`src/hdl/wpe_pkg.sv`:
```
// ----------------------------------------------------------------------------
// wpe_pkg
// Shared types, constants and helpers for the LED serial pulse encoder.
// ----------------------------------------------------------------------------
package wpe_pkg;

	localparam int COLOR_W            = 24;
	localparam int BITS_PER_PIXEL_DEF = 24;
	localparam int TICK_W             = 8;
	localparam int CFG_IDX_W          = 2;
	localparam int S_TDATA_W          = 24;
	localparam int M_TDATA_W          = 8;

	localparam logic [TICK_W-1:0] ONE_HIGH_RST  = 8'd5;
	localparam logic [TICK_W-1:0] ONE_LOW_RST   = 8'd1;
	localparam logic [TICK_W-1:0] ZERO_HIGH_RST = 8'd1;
	localparam logic [TICK_W-1:0] ZERO_LOW_RST  = 8'd5;

	typedef enum logic {
		ACT_LOAD = 1'b0,
		ACT_TICK = 1'b1
	} action_t;

	typedef enum logic [1:0] {
		PH_IDLE = 2'd0,
		PH_HIGH = 2'd1,
		PH_LOW  = 2'd2
	} phase_t;

	typedef enum logic [CFG_IDX_W-1:0] {
		REG_ONE_HIGH  = 2'd0,
		REG_ONE_LOW   = 2'd1,
		REG_ZERO_HIGH = 2'd2,
		REG_ZERO_LOW  = 2'd3
	} cfg_reg_t;

	typedef struct packed {
		action_t            action;
		logic [COLOR_W-1:0] color;
		logic               last_pixel;
	} item_t;

	typedef struct packed {
		logic [TICK_W-1:0] one_high;
		logic [TICK_W-1:0] one_low;
		logic [TICK_W-1:0] zero_high;
		logic [TICK_W-1:0] zero_low;
	} timing_t;

	// a programmed length of zero counts as one tick
	function automatic logic [TICK_W-1:0] at_least_one(input logic [TICK_W-1:0] v);
		return (v == '0) ? TICK_W'(1) : v;
	endfunction

	function automatic logic [TICK_W-1:0] high_len(input timing_t t, input logic b);
		return at_least_one(b ? t.one_high : t.zero_high);
	endfunction

	function automatic logic [TICK_W-1:0] low_len(input timing_t t, input logic b);
		return at_least_one(b ? t.one_low : t.zero_low);
	endfunction

endpackage

```
`src/hdl/wpe_front.sv`:
```
// ----------------------------------------------------------------------------
// wpe_front
// Input stage: takes stream words, classifies them and registers them.
// ----------------------------------------------------------------------------
module wpe_front
	import wpe_pkg::*;
(
	input  logic                 clk,
	input  logic                 arst_n,
	input  logic                 s_tvalid,
	output logic                 s_tready,
	input  logic [S_TDATA_W-1:0] s_tdata,   // [23:0] color
	input  logic                 s_tuser,   // action
	input  logic                 s_tlast,   // last_pixel
	output logic                 item_valid,
	output item_t                item,
	input  logic                 q_full
);

	logic  valid_s1;
	item_t item_s1;
	logic  move;

	assign move     = valid_s1 && !q_full;
	assign s_tready = !valid_s1 || !q_full;

	always_ff @(posedge clk or negedge arst_n) begin
		if (!arst_n) begin
			valid_s1 <= 1'b0;
		end else if (s_tready) begin
			valid_s1 <= s_tvalid;
		end else if (move) begin
			valid_s1 <= 1'b0;
		end
	end

	always_ff @(posedge clk) begin
		if (s_tvalid && s_tready) begin
			item_s1.action     <= s_tuser ? ACT_TICK : ACT_LOAD;
			item_s1.color      <= s_tdata[COLOR_W-1:0];
			item_s1.last_pixel <= s_tlast;
		end
	end

	assign item_valid = valid_s1;
	assign item       = item_s1;

endmodule

```
`src/hdl/wpe_queue.sv`:
```
// ----------------------------------------------------------------------------
// wpe_queue
// Two-entry queue between the input stage and the waveform engine.
// ----------------------------------------------------------------------------
module wpe_queue
	import wpe_pkg::*;
(
	input  logic  clk,
	input  logic  arst_n,
	input  logic  wr_valid,
	input  item_t wr_item,
	output logic  full,
	output logic  rd_valid,
	output item_t rd_item,
	input  logic  rd_pop
);

	item_t      mem_q [2];
	logic       wr_ptr_q;
	logic       rd_ptr_q;
	logic [1:0] count_q;
	logic       push;
	logic       pop;

	assign full     = (count_q == 2'd2);
	assign rd_valid = (count_q != 2'd0);
	assign push     = wr_valid && !full;
	assign pop      = rd_pop && rd_valid;
	assign rd_item  = mem_q[rd_ptr_q];

	always_ff @(posedge clk or negedge arst_n) begin
		if (!arst_n) begin
			wr_ptr_q <= 1'b0;
			rd_ptr_q <= 1'b0;
			count_q  <= 2'd0;
		end else begin
			if (push) wr_ptr_q <= !wr_ptr_q;
			if (pop)  rd_ptr_q <= !rd_ptr_q;
			count_q <= count_q + 2'(push) - 2'(pop);
		end
	end

	always_ff @(posedge clk) begin
		if (push) begin
			mem_q[wr_ptr_q] <= wr_item;
		end
	end

endmodule

```
`src/hdl/wpe_back.sv`:
```
// ----------------------------------------------------------------------------
// wpe_back
// Waveform engine: holding slot, bit shifter, phase counter, output register.
// ----------------------------------------------------------------------------
module wpe_back
	import wpe_pkg::*;
#(
	parameter int BITS_PER_PIXEL = BITS_PER_PIXEL_DEF
) (
	input  logic                 clk,
	input  logic                 arst_n,
	input  logic                 cfg_valid,
	output logic                 cfg_ready,
	input  logic [CFG_IDX_W-1:0] cfg_index,
	input  logic [TICK_W-1:0]    cfg_data,
	input  logic                 q_valid,
	input  item_t                q_item,
	output logic                 q_pop,
	output logic                 m_tvalid,
	input  logic                 m_tready,
	output logic [M_TDATA_W-1:0] m_tdata    // [0] line [1] accepted [2] busy_res [3] frame_done
);

	localparam int IDX_W = $clog2(BITS_PER_PIXEL);
	localparam logic [IDX_W-1:0] LAST_IDX = IDX_W'(BITS_PER_PIXEL - 1);

	timing_t            timing_q;
	logic [COLOR_W-1:0] shift_q, n_shift;
	logic [IDX_W-1:0]   idx_q, n_idx;
	phase_t             phase_q, n_phase;
	logic [TICK_W-1:0]  cnt_q, n_cnt;
	logic [COLOR_W-1:0] held_q, n_held;
	logic               held_valid_q, n_held_valid;
	logic               held_last_q, n_held_last;
	logic               cur_last_q, n_cur_last;
	logic               line_q, n_line;
	logic               acc, done;
	logic               fire;
	logic               m_tvalid_q;
	logic [M_TDATA_W-1:0] m_tdata_q;

	assign cfg_ready = 1'b1;
	assign fire      = q_valid && (!m_tvalid_q || m_tready);
	assign q_pop     = fire;

	always_ff @(posedge clk or negedge arst_n) begin
		if (!arst_n) begin
			timing_q.one_high  <= ONE_HIGH_RST;
			timing_q.one_low   <= ONE_LOW_RST;
			timing_q.zero_high <= ZERO_HIGH_RST;
			timing_q.zero_low  <= ZERO_LOW_RST;
		end else if (cfg_valid) begin
			unique case (cfg_reg_t'(cfg_index))
				REG_ONE_HIGH:  timing_q.one_high  <= cfg_data;
				REG_ONE_LOW:   timing_q.one_low   <= cfg_data;
				REG_ZERO_HIGH: timing_q.zero_high <= cfg_data;
				REG_ZERO_LOW:  timing_q.zero_low  <= cfg_data;
				default: ;
			endcase
		end
	end

	always_comb begin
		n_shift      = shift_q;
		n_idx        = idx_q;
		n_phase      = phase_q;
		n_cnt        = cnt_q;
		n_held       = held_q;
		n_held_valid = held_valid_q;
		n_held_last  = held_last_q;
		n_cur_last   = cur_last_q;
		n_line       = line_q;
		acc          = 1'b0;
		done         = 1'b0;
		if (q_item.action == ACT_LOAD) begin
			if (!held_valid_q) begin
				n_held       = q_item.color;
				n_held_last  = q_item.last_pixel;
				n_held_valid = 1'b1;
				acc          = 1'b1;
			end
		end else begin
			// idle line picks up a waiting pixel on the same tick
			if (n_phase == PH_IDLE && n_held_valid) begin
				n_shift      = held_q;
				n_cur_last   = held_last_q;
				n_held_valid = 1'b0;
				n_idx        = '0;
				n_phase      = PH_HIGH;
				n_cnt        = high_len(timing_q, held_q[0]);
			end
			if (n_phase == PH_IDLE) begin
				n_line = 1'b0;
			end else begin
				n_line = (n_phase == PH_HIGH);
				n_cnt  = n_cnt - TICK_W'(1);
				if (n_cnt == '0) begin
					if (n_phase == PH_HIGH) begin
						n_phase = PH_LOW;
						n_cnt   = low_len(timing_q, n_shift[0]);
					end else if (n_idx >= LAST_IDX) begin
						done       = n_cur_last;
						n_cur_last = 1'b0;
						n_shift    = '0;
						n_idx      = '0;
						if (n_held_valid) begin
							n_shift      = held_q;
							n_cur_last   = held_last_q;
							n_held_valid = 1'b0;
							n_phase      = PH_HIGH;
							n_cnt        = high_len(timing_q, held_q[0]);
						end else begin
							n_phase = PH_IDLE;
							n_cnt   = '0;
						end
					end else begin
						n_shift = {1'b0, n_shift[COLOR_W-1:1]};
						n_idx   = n_idx + IDX_W'(1);
						n_phase = PH_HIGH;
						n_cnt   = high_len(timing_q, n_shift[0]);
					end
				end
			end
		end
	end

	always_ff @(posedge clk or negedge arst_n) begin
		if (!arst_n) begin
			shift_q      <= '0;
			idx_q        <= '0;
			phase_q      <= PH_IDLE;
			cnt_q        <= '0;
			held_valid_q <= 1'b0;
			held_last_q  <= 1'b0;
			cur_last_q   <= 1'b0;
			line_q       <= 1'b0;
		end else if (fire) begin
			shift_q      <= n_shift;
			idx_q        <= n_idx;
			phase_q      <= n_phase;
			cnt_q        <= n_cnt;
			held_valid_q <= n_held_valid;
			held_last_q  <= n_held_last;
			cur_last_q   <= n_cur_last;
			line_q       <= n_line;
		end
	end

	always_ff @(posedge clk) begin
		if (fire) begin
			held_q <= n_held;
		end
	end

	// output register
	always_ff @(posedge clk or negedge arst_n) begin
		if (!arst_n) begin
			m_tvalid_q <= 1'b0;
		end else if (fire) begin
			m_tvalid_q <= 1'b1;
		end else if (m_tready) begin
			m_tvalid_q <= 1'b0;
		end
	end

	always_ff @(posedge clk) begin
		if (fire) begin
			m_tdata_q <= {(M_TDATA_W-4)'(0), done, (n_phase != PH_IDLE), acc, n_line};
		end
	end

	assign m_tvalid = m_tvalid_q;
	assign m_tdata  = m_tdata_q;

	a_idle_cnt_zero: assert property (@(posedge clk) disable iff (!arst_n)
		(phase_q == PH_IDLE) |-> (cnt_q == '0))
		else $error("idle phase with nonzero count");

	a_active_cnt_nonzero: assert property (@(posedge clk) disable iff (!arst_n)
		(phase_q != PH_IDLE) |-> (cnt_q != '0))
		else $error("active phase with zero count");

	a_load_fills_slot: assert property (@(posedge clk) disable iff (!arst_n)
		(fire && q_item.action == ACT_LOAD && !held_valid_q) |=> held_valid_q)
		else $error("accepted load did not fill slot");

	a_acc_done_excl: assert property (@(posedge clk) disable iff (!arst_n)
		m_tvalid_q |-> !(m_tdata_q[1] && m_tdata_q[3]))
		else $error("accepted and frame_done in one word");

endmodule

```
`src/hdl/ws2812_pulse_encoder.sv`:
```
// Path: input stage register, two-entry queue, then output register, in that order.
// Throughput: one word per cycle while the output accepts; these registers absorb
// short stalls on either side, and a long output stall backs up to s_tready.
// The waveform engine handles one tick per clock when a word is queued and the output is not stalled.
// Reset (arst_n low) clears control state, line low, timing registers to 5/1/1/5.
// ----------------------------------------------------------------------------
// ws2812_pulse_encoder
// Serial LED colour encoder: pixel loads and ticks in, line level out.
// ----------------------------------------------------------------------------
module ws2812_pulse_encoder
	import wpe_pkg::*;
#(
	parameter int BITS_PER_PIXEL = BITS_PER_PIXEL_DEF
) (
	input  logic                 clk,
	input  logic                 arst_n,
	input  logic                 cfg_valid,
	output logic                 cfg_ready,
	input  logic [CFG_IDX_W-1:0] cfg_index,
	input  logic [TICK_W-1:0]    cfg_data,
	input  logic                 s_tvalid,
	output logic                 s_tready,
	input  logic [S_TDATA_W-1:0] s_tdata,   // [23:0] color
	input  logic                 s_tuser,   // action
	input  logic                 s_tlast,   // last_pixel
	output logic                 m_tvalid,
	input  logic                 m_tready,
	output logic [M_TDATA_W-1:0] m_tdata    // [0] line [1] accepted [2] busy_res [3] frame_done
);

	logic  f_valid;
	item_t f_item;
	logic  q_full;
	logic  q_valid;
	item_t q_item;
	logic  q_pop;

	wpe_front u_front (
		.clk        (clk),
		.arst_n     (arst_n),
		.s_tvalid   (s_tvalid),
		.s_tready   (s_tready),
		.s_tdata    (s_tdata),
		.s_tuser    (s_tuser),
		.s_tlast    (s_tlast),
		.item_valid (f_valid),
		.item       (f_item),
		.q_full     (q_full)
	);

	wpe_queue u_queue (
		.clk      (clk),
		.arst_n   (arst_n),
		.wr_valid (f_valid),
		.wr_item  (f_item),
		.full     (q_full),
		.rd_valid (q_valid),
		.rd_item  (q_item),
		.rd_pop   (q_pop)
	);

	wpe_back #(
		.BITS_PER_PIXEL (BITS_PER_PIXEL)
	) u_back (
		.clk       (clk),
		.arst_n    (arst_n),
		.cfg_valid (cfg_valid),
		.cfg_ready (cfg_ready),
		.cfg_index (cfg_index),
		.cfg_data  (cfg_data),
		.q_valid   (q_valid),
		.q_item    (q_item),
		.q_pop     (q_pop),
		.m_tvalid  (m_tvalid),
		.m_tready  (m_tready),
		.m_tdata   (m_tdata)
	);

endmodule

```
`config.mk`:
```
export PLATFORM = sky130hd
export DESIGN_NAME = ws2812_pulse_encoder
export DESIGN_NICKNAME = d
export VERILOG_FILES = /design/src/hdl/wpe_pkg.sv /design/src/hdl/wpe_front.sv /design/src/hdl/wpe_queue.sv /design/src/hdl/wpe_back.sv /design/src/hdl/ws2812_pulse_encoder.sv
export SDC_FILE = /design/constraint.sdc
export NUM_CORES = 1
export LEC_CHECK = 0
export ABC_CLOCK_PERIOD_IN_PS = 6200
export BUFFER_PORTS_ARGS = -buffer_cell sky130_fd_sc_hd__clkbuf_2
export CAP_MARGIN = 15
export CORE_MARGIN = 1.5
export CORE_UTILIZATION = 62
export CTS_BUF_LIST = sky130_fd_sc_hd__clkbuf_4 sky130_fd_sc_hd__clkbuf_8
export CTS_CLUSTER_SIZE = 10
export DETAILED_ROUTE_END_ITERATION = 16
export MAX_ROUTING_LAYER = met4
export PLACE_DENSITY = 0.81
export SLEW_MARGIN = 40
export SYNTH_ARGS = -nofsm -noshare
export SYNTH_HDL_FRONTEND = slang
export SYNTH_SLANG_ARGS = --single-unit
export TNS_END_PERCENT = 30
```
`constraint.sdc`:
```
create_clock -name clk -period 6.2 [get_ports clk]
set_input_delay 0.62 -clock clk [delete_from_list [all_inputs] [get_ports clk]]
set_output_delay 0.62 -clock clk [all_outputs]
set_load 0.01 [all_outputs]
```
==> results of run 1 <==
-- worst max-delay path, stage by stage (launching register included) --
cell and delay [ps]:
dfrtp_1 350, buf_4 380, nor3b_4 450, buf_4 290
mux2i_1 310, ha_1 230, o21ai_0 140, a211oi_1 240
xnor2_1 120, nor3_2 250, and4_4 580, a21oi_2 50
buf_4 260, a221oi_1 330
-- cell families (layout without fill, tap and decap cells) --
| logic type | count (synthesis) | count (layout) | share of synthesized area [%] |
|---|---|---|---|
| mux | 78 | 78 | 9.90 |
| simple gates | 152 | 152 | 8.83 |
| flops | 187 | 187 | 60.4 |
| fa+ha+maj | 5 | 5 | 0.724 |
| buf+inv | 71 | 117 | 3.97 |
| xor+xnor | 10 | 10 | 1.01 |
| compound gates | 160 | 160 | 15.1 |
| other cells | 2 | 5 | 0.0869 |
-- cell type report --
type	instances	area [µm²]	area share (%)
flip-flops and latches	187	5220	55.4
multi-input cells	410	3140	33.3
repair buffers	53	292	3.10
clock buffers	17	234	2.49
well taps	176	220	2.34
clock inverters	15	193	2.05
inverters	32	120	1.28
-- flip-flops by register name, summed over array words and instances (netlist names), 4 cells and up --
register,flops
u_back.idx_q,5
u_back.cnt_q,8
u_back.held_q,24
u_back.timing_q,32
u_front.item,26
u_queue.mem_q,52
u_back.m_tdata,4
u_back.shift_q,24
-- synth_stat cells (all sizes together) (12+ instances only) --
master    n  area share, %
mux2i    18            2.1
a22oi    23            2.0
inv      32            1.4
edfxtp  106             37
a221oi   28            4.2
buf      18            1.7
dfrtp    75             22
o21ai    21            1.2
nand3    21            1.2
nand2    30            1.3
mux2     60            7.8
clkbuf   21           0.91
nor3     12           0.75
a21oi    28            1.7
nor2     46            2.0
a22o     23            2.3
-- routing by layer --
layer	up-vias	wire length [µm]	GRT usage, %
met5	-	0	-
met4	0	369	9.85
met3	32	735	5.73
met2	166	8720	42.5
met1	2771	7240	30.8
li1	2605	-	-
-- per-stage QoR --
step,util [%],total power (µW)
after global routing,70.3,4170
after detailed placement,66.9,3120
after global placement,66.7,3040
after CTS,70.1,3960
final,70.3,3950
after floorplan,-,2800
-- power by group through the flow --
stage / sequential [µW] / combinational [µW] / clock, µW
after CTS: 1920 / 1180 / 860
final: 1920 / 1180 / 844
after global routing: 1960 / 1290 / 912
after global placement: 1920 / 1120 / 0
after floorplan: 1850 / 945 / 0
after detailed placement: 1950 / 1170 / 0
-- final timing paths --
path,startpoint,to,cells after the start
worst max-delay path,u_back.held_valid_q,u_back.shift_q[2],13
max in group asynchronous,arst_n,u_back.timing_q[17],1
worst min-delay path,arst_n,u_back.cnt_q[2],1
worst min register to register,u_front.item[17],u_queue.mem_q[0][17],0
min in group clk,s_tdata[1],u_front.item[2],1
worst max register to register,u_back.held_valid_q,u_back.shift_q[2],13
==> flow_summary.yaml, run 1 <==
clocking:
  numCtsBuffers: 17
  clk_path_buf_depth: 2
  postCtsResizedCells: 0
  cts_tree: "built"
  cts_max_level: 4
  clk_pin_slew_worst_paths_ps: 100
  insertion_delay_ps: 490
  cts_root_buf: "clkbuf_8"
  hold_buffers: 0
  cts_sinks: 187
  postCtsSetupRepairBufs: 0
final_layout:
  stdcell_area_mm2: 0.00941
  fillerInstances: 930
  final_common_cell: "edfxtp_1"
  drive_gt1_share_pct: 26.9
  final_cell_mix: "edfxtp_1 (106), dfrtp_1 (74), mux2_2 (60)"
  syn2layout_area_growth_pct: 8.92
  fin_nets: 747
  instances_no_fill: 890
  diodes: 0
timing:
  rsz0062_at_grt: "false"
  post-route-period-util_pct: 66.5
  hold-worst-slack_ps: 137
  fin_tns_setup_ps: 0
  finClkSkew_ps: 16.2
  drv_slew: 0
  post-route-worst-setup-slack_ps: 2080
  hold_viol_final: 0
  setup_violations: 0
  max_freq_mhz: 243
  finalCriticalPeriod_ps: 4120
  max_slew_margin_pct: 45.5
  worst_pin_slew_ps: 812
pwr:
  combPwrFrac_pct: 29.9
  pwr-share-seq_pct: 48.7
  p_int_uw: 2570
  power_switching_uw: 1380
  power_frac_clock_pct: 21.4
  p_sw_share_pct: 34.9
  power_density_mw_per_mm2: 420
  max-vdd-ir-drop_v: 0.000281
  p_leak_uw: 0.00370
die:
  row_count: 42
  dieArea_mm2: 0.0147
  die_h_um: 121
  core-area_mm2: 0.0134
  io_pins: 52
  die-width_um: 121
  start_util_pct: 64.5
synthesis:
  synth_edf_count: 106
  synthArstFlopShare_pct: 43.3
  synth.avg_cell_area_um2: 13.0
  ys_ff_latch: 187
  syn_inst: 665
  ys_seq_area_share_pct: 60.4
  synth.lib_cells_used.distinct: 65
  synthFlopType: "edfxtp_1"
  syn_area_mm2: 0.00864
  yosys_warnings: 0
global_route:
  grt_max_degree: 82
  grt_pass1_vias: 5541
  gr-total-overflow: 0
  antenna_found_initial: 0
  grt_pass1_wl_um: 27700
  gr-usage-all-layers_pct: 25.6
route:
  post_drt_wl_per_cell_um: 19.2
  drc: 0
  drtIter0Drc: 527
  via_per_inst: 6.26
  postRouteAntennaNets: 0
  drt_wl_total_um: 17100
  drtPass1Iterations: 5
  num_vias: 5574
flow_run:
  maxCapViolations: 0
hold_path:
  hold_class: "primary input to asynchronous set/reset pin"
setup_path:
  path_class: "register to register"
  ff2ff_setup_slack_ps: 2080
  critPathLaunchType: "register"
  end_kind: "register"
  crit_required_ps: 6590
  critPathMaxFanout: 41
  critical_path_arrival_ps: 4510
placement:
  dp.cells: 857
  hpwl_um: 11300
  preCtsSetupSlack_ps: 2010
  port_buffers: 46
  dpl-instance-area_mm2: 0.00896
  place_congestion: 0.853
outcome:
  status: "complete, no violations"
No activity file was read; power rests on OpenSTA's default activity.
==> run 2, diff against run 1 <==
--- a/config.mk
+++ b/config.mk
@@ -5,7 +5,8 @@
 export SDC_FILE = /design/constraint.sdc
 export NUM_CORES = 1
 export LEC_CHECK = 0
-export ABC_CLOCK_PERIOD_IN_PS = 6200
+export ABC_AREA = 1
+export ABC_CLOCK_PERIOD_IN_PS = 4100
 export BUFFER_PORTS_ARGS = -buffer_cell sky130_fd_sc_hd__clkbuf_2
 export CAP_MARGIN = 15
 export CORE_MARGIN = 1.5
==> constraint.sdc (replaced) <==
create_clock -name clk -period 4.1 [get_ports clk]
set_input_delay 0.41 -clock clk [delete_from_list [all_inputs] [get_ports clk]]
set_output_delay 0.41 -clock clk [all_outputs]
set_load 0.01 [all_outputs]
==> run 2 against run 1 <==
  * The run now ends with hold timing left
  * Global-route usage increased by 0.50 points
  * Clock skew decreased by 3.6 ps
  * Cell count increased by 36%
  * Via count increased by 16%
  * Combinational power increased by 150%
  * Non-clock buffer count increased by 5
  * Synthesized cell count increased by 48%
  * Core utilization decreased by 1.1 points
  * Largest power group unchanged
==> flow_summary.yaml, run 2 <==
setup_path:
  cp_slowest_cell: "edfxtp_1"
  end_kind: "register"
  critPathLaunchType: "register"
  critPathMaxFanout: 26
  max_stage_delay_ps: 590
  reg2reg_from: "u_back.held_q[0]"
  cpMostUsedCell: "nand2_1"
  critical_path_arrival_ps: 3920
  cp_cell_sequence: "inv_2 -> nand2_1 -> nand2_1 -> nand2_1 -> nor2_1 -> nand2_1 -> nand3_1 -> nand2_2 -> ha_1 -> nand3_1 -> nor2_1 -> nand2_1 -> nand2_1 -> nand2_1 -> nor2_2 -> nand3_2 -> nor2_4 -> nand2_4 -> inv_4 -> nand2_1 -> nand3_1 -> nand2_1"
  crit_start: "u_back.held_q[0]"
  path_class: "register to register"
  crit_required_ps: 4460
timing:
  setup_violations: 0
  post-route-period-util_pct: 86.6
  post-route-worst-setup-slack_ps: 549
  hold_viol_final: 23
  max_slew_margin_pct: 55.4
  max_freq_mhz: 282
  finClkSkew_ps: 12.6
  fin_tns_setup_ps: 0
  worst_pin_slew_ps: 669
  hold-worst-slack_ps: -25.4
  drv_slew: 0
  rsz0062_at_grt: "false"
  finalCriticalPeriod_ps: 3550
die:
  row_count: 43
  dieArea_mm2: 0.0150
  io_pins: 52
  die_h_um: 123
  core-area_mm2: 0.0139
  start_util_pct: 63.7
  die-width_um: 123
final_layout:
  final_cell_mix: "nand2_1 (351), edfxtp_1 (106), inv_1 (78)"
  seq_area_mm2: 0.00522
  drive_gt1_share_pct: 12.6
  fillerInstances: 1024
  fin_nets: 1060
  top_register: "u_queue.mem_q"
  largest_reg_flops: 52
  multi_input_area_mm2: 0.00312
  final_util_pct: 69.1
  syn2layout_area_growth_pct: 8.51
  stdcell_area_mm2: 0.00963
  instances_no_fill: 1207
  final_common_cell: "nand2_1"
  diodes: 0
synthesis:
  syn_area_mm2: 0.00888
  synthTopCellsByArea: "edfxtp_1 (36%), dfrtp_1 (21%), nand2_1 (15%), o21ai_0 (4.2%), inv_1 (3.3%)"
  synthArstFlopShare_pct: 43.3
  yosys-top-cells-count: "nand2_1 (351), edfxtp_1 (106), inv_1 (79)"
  synth.lib_cells_used.distinct: 38
  synthFlopType: "edfxtp_1"
  synth_edf_count: 106
  yosysTopAreaCellShare_pct: 35.9
  synth.avg_cell_area_um2: 9.05
  synth.largest_area_cell: "edfxtp_1"
  yosysMostFrequentCell: "nand2_1"
  yosys_warnings: 0
  syn_inst: 981
  ys_ff_latch: 187
  ys_seq_area_share_pct: 58.8
route:
  drt_wl_total_um: 17700
  postRouteAntennaNets: 0
  drtIter0Drc: 479
  num_vias: 6491
  drc: 0
  via_per_inst: 5.38
  post_drt_wl_per_cell_um: 14.6
  drtPass1Iterations: 5
outcome:
  status: "finished with violations"
  violations: "hold timing"
pwr:
  p_leak_uw: 0.00448
  power_density_mw_per_mm2: 733
  max-vdd-ir-drop_v: 0.000646
clocking:
  cts_max_level: 4
  cts_tree: "built"
  numCtsBuffers: 17
  clk_path_buf_depth: 2
  hold_buffers: 0
  postCtsResizedCells: 0
  insertion_delay_ps: 470
  cts_root_buf: "clkbuf_8"
  cts_sinks: 187
  clk_pin_slew_worst_paths_ps: 110
  postCtsSetupRepairBufs: 0
placement:
  port_buffers: 46
  place_congestion: 0.905
  dpl-instance-area_mm2: 0.00920
  preCtsSetupSlack_ps: 622
  hpwl_um: 12100
  dp.cells: 1175
global_route:
  gr-usage-all-layers_pct: 26.1
  grt_max_degree: 82
  gr-total-overflow: 0
  antenna_found_initial: 0
  grt_pass1_vias: 6062
  grt_pass1_wl_um: 29300
hold_path:
  hold_class: "primary input to asynchronous set/reset pin"
flow_run:
  maxCapViolations: 0
-- run 2: cell count changes after synthesis, sizes merged, moves of 24 or more --
cell and delta:
nand2 +331, o21ai +64, mux2 -60, inv +51, nand3 +39, a221oi -28
nor2 +24
-- run 2: metrics by stage --
step           power [µW]  hold WS [ps]
5_1_grt              7610          14.1
6_report             7060         -25.4
3_3_place_gp         5740           423
3_5_place_dp         5830           433
2_1_floorplan        5100           114
4_1_cts              7050          5.40
-- run 2: final timing paths --
kind	to	slack [ps]	depth (start not counted)
worst max-delay path	u_back.shift_q[1]	550	22
worst min-delay path	u_back.cnt_q[6]	-30	1
worst max register to register	u_back.shift_q[1]	550	22
worst min register to register	u_queue.mem_q[1][20]	450	0
max in group asynchronous	u_back.timing_q[10]	3670	1
min in group clk	u_front.item[6]	110	1
-- run 2: kinds of logic after synthesis --
family / synth area share (%)
AOI/OAI and AO/OA: 7.98
other: 0.0846
DFF: 58.8
muxes: 2.48
adders and majority gates: 0.705
and+or+nand+nor: 23.0
xor gates and xnor gates: 0.493
buffers and inverters: 6.50
-- run 2: critical path, delay by kind of cell, from the launching register on --
| kind | cells | cell delay (ps) |
|---|---|---|
| and+or+nand+nor | 19 | 2220 |
| DFF | 1 | 590 |
| adders and majority gates | 1 | 210 |
| buffers and inverters | 2 | 420 |
-- run 2: report_power, final --
part	switching, µW	internal [µW]	total (µW)
logic	1990	926	2920
registers	259	2660	2920
clock network	753	473	1230
total	3000	4060	7060
-- run 2: layer usage --
metal	vias up	wire, µm	global-route usage, %	share of wire (%)
li1	3271	-	-	-
met1	3023	8500	37.4	48
met2	183	8130	39.3	46
met3	14	892	4.69	5.0
met4	0	161	6.10	0.91
met5	-	0	-	0
-- run 2: final cells by class --
class | count | share of cell area (%)
flip-flops and latches | 187 | 54.2
multi-input cells | 666 | 32.4
repair buffers | 58 | 3.42
inverters | 84 | 3.30
clock buffers | 17 | 2.43
well taps | 180 | 2.34
clock inverters | 15 | 2.01
==> run 3, diff against run 2 <==
--- a/config.mk
+++ b/config.mk
@@ -6,7 +6,7 @@
 export NUM_CORES = 1
 export LEC_CHECK = 0
 export ABC_AREA = 1
-export ABC_CLOCK_PERIOD_IN_PS = 4100
+export ABC_CLOCK_PERIOD_IN_PS = 4150
 export BUFFER_PORTS_ARGS = -buffer_cell sky130_fd_sc_hd__clkbuf_2
 export CAP_MARGIN = 15
 export CORE_MARGIN = 1.5
==> constraint.sdc (replaced) <==
create_clock -name clk -period 4.15 [get_ports clk]
set_input_delay 0.415 -clock clk [delete_from_list [all_inputs] [get_ports clk]]
set_output_delay 0.415 -clock clk [all_outputs]
set_load 0.01 [all_outputs]
==> run 3 against run 2 <==
  * The run still ends with hold timing left
  * Worst hold slack got worse by 24 ps
  * Cell count did not move
  * Total power fell by 1.1%
  * Sequential power fell by 1%
  * Clock skew fell by 1.1 ps
  * Routed wire length fell by 0.19%
  * Maximum frequency rose by 1.9%
  * Combinational power fell by 2%
  * Non-clock buffer count did not move
  * Register-to-register slack improved by 120 ps
  * Via count rose by 1.4%
  * Critical path type unchanged
  * Largest cell class unchanged
  * Largest power group unchanged
  * Highest routed layer unchanged
==> flow_summary.yaml, run 3 (synthesis gave the netlist of run 2 again) <==
timing:
  finalCriticalPeriod_ps: 3480
  finClkSkew_ps: 11.5
  hold_viol_final: 11
  worst_pin_slew_ps: 773
  hold-worst-slack_ps: -49.1
  setup_violations: 0
  post-route-worst-setup-slack_ps: 667
  max_freq_mhz: 287
  drv_slew: 0
  post-route-period-util_pct: 83.9
  rsz0062_at_grt: "false"
  max_slew_margin_pct: 48.5
  fin_tns_setup_ps: 0
clocking:
  clk_path_buf_depth: 2
  cts_tree: "built"
  cts_max_level: 4
  clk_pin_slew_worst_paths_ps: 100
  cts_root_buf: "clkbuf_8"
  postCtsResizedCells: 0
  hold_buffers: 0
  postCtsSetupRepairBufs: 0
  cts_sinks: 187
  insertion_delay_ps: 460
  numCtsBuffers: 17
placement:
  hpwl_um: 12100
  port_buffers: 46
  dp.cells: 1175
  place_congestion: 0.913
  dpl-instance-area_mm2: 0.00920
  preCtsSetupSlack_ps: 713
global_route:
  grt_pass1_wl_um: 29000
  antenna_found_initial: 0
  gr-usage-all-layers_pct: 25.8
  grt_pass1_vias: 5962
  grt_max_degree: 82
  gr-total-overflow: 0
setup_path:
  cpMostUsedCell: "nand2_1"
  cp_slowest_cell: "edfxtp_1"
  critPathBufInv: 2
  end_kind: "register"
  rr_worst_depth: 22
  cp_cell_sequence: "inv_2 -> nand2_1 -> nand2_1 -> nand2_1 -> nor2_1 -> nand2_1 -> nand3_1 -> nand2_2 -> ha_1 -> nand3_1 -> nor2_1 -> nand2_1 -> nand2_1 -> nand2_1 -> nor2_2 -> nand3_2 -> nor2_4 -> nand2_4 -> inv_4 -> nand2_1 -> nand3_1 -> nand2_1"
  cpLargestDelayFamily: "simple AND/OR/NAND/NOR gates"
  critPathMaxFanout: 26
  path_class: "register to register"
  reg2reg_from: "u_back.held_q[0]"
  crit_required_ps: 4510
  rr_endpoint: "u_back.shift_q[22]"
  critical_path_arrival_ps: 3840
  max_stage_delay_ps: 600
  critPathLaunchType: "register"
  ff2ff_setup_slack_ps: 670
die:
  die-width_um: 123
  core-area_mm2: 0.0139
  dieArea_mm2: 0.0150
  io_pins: 52
  row_count: 43
  die_h_um: 123
  start_util_pct: 63.7
final_layout:
  fin_nets: 1060
  syn2layout_area_growth_pct: 8.41
  instances_no_fill: 1207
  final_cell_mix: "nand2_1 (351), edfxtp_1 (106), inv_1 (78)"
  final_common_cell: "nand2_1"
  drive_gt1_share_pct: 12.6
  top_register: "u_queue.mem_q"
  stdcell_area_mm2: 0.00963
  largest_reg_flops: 52
  diodes: 0
hold_path:
  hold_class: "primary input to asynchronous set/reset pin"
route:
  drtPass1Iterations: 6
  post_drt_wl_per_cell_um: 14.6
  drc: 0
  via_per_inst: 5.45
  drt_wl_total_um: 17600
  num_vias: 6583
  postRouteAntennaNets: 0
  drtIter0Drc: 550
pwr:
  power_switching_uw: 2920
  combPwrFrac_pct: 41.2
  power_frac_clock_pct: 17.5
  max-vdd-ir-drop_v: 0.000507
  p_leak_uw: 0.00449
  p_int_uw: 4070
  power_density_mw_per_mm2: 725
  pwr-share-seq_pct: 41.3
  p_sw_share_pct: 41.8
outcome:
  status: "finished with violations"
  violations: "hold timing"
flow_run:
  maxCapViolations: 0
## run 3: final cells by class
cell class | count | area [µm²]
Sequential cell | 187 | 5220
Timing Repair Buffer | 58 | 327
Fill cell | 1067 | 4310
Clock inverter | 13 | 173
Tap cell | 180 | 225
Inverter | 84 | 318
Clock buffer | 19 | 249
Multi-Input combinational cell | 666 | 3120
## run 3: worst register-to-register path: stages, from the launching register on
cell and delay, ps:
edfxtp_1 600, inv_2 140, nand2_1 90, nand2_1 80, nand2_1 70, nor2_1 40, nand2_1 90, nand3_1 80
nand2_2 190, ha_1 200, nand3_1 110, nor2_1 190, nand2_1 80, nand2_1 60, nand2_1 80, nor2_2 110
nand3_2 90, nor2_4 300, nand2_4 270, inv_4 290, nand2_1 100, nand3_1 80, nand2_1 50
## run 3: worst max path at each step
| stage | start | endpoint | slack [ps] | cells past startpoint |
|---|---|---|---|---|
| CTS | u_back.held_q[0] | u_back.shift_q[12] | 710 | 22 |
| floorplan | u_back.m_tvalid | u_back.held_q[0] | 830 | 5 |
| detailed placement | u_back.held_q[0] | u_back.shift_q[12] | 710 | 22 |
| finish | u_back.held_q[0] | u_back.shift_q[22] | 670 | 22 |
| global route | u_back.held_q[0] | u_back.shift_q[16] | 250 | 22 |
| global placement | u_back.held_q[0] | u_back.shift_q[1] | 850 | 22 |
## run 3: through the flow
| step | power, µW | util, % |
|---|---|---|
| finish | 6980 | 69.1 |
| global route | 7510 | 69.1 |
| CTS | 6990 | 69.1 |
| detailed placement | 5760 | 66.0 |
| global placement | 5670 | 66.0 |
| floorplan | 5040 | - |
## run 3: power groups by stage
stage          clock network, µW  logic (µW)  registers, µW
3_5_place_dp                   0        2850           2910
6_report                    1220        2870           2880
4_1_cts                     1250        2860           2880
5_1_grt                     1310        3260           2940
2_1_floorplan                  0        2200           2840
3_3_place_gp                   0        2780           2890
## run 3: metal layers
metal	global-route usage [%]	routed length (µm)	up-vias	share of wire [%]
met1	37.7	8160	3076	46
met4	6.54	188	0	1.1
li1	-	-	3280	-
met5	-	0	-	0
met3	4.97	1100	17	6.2
met2	37.6	8200	210	46
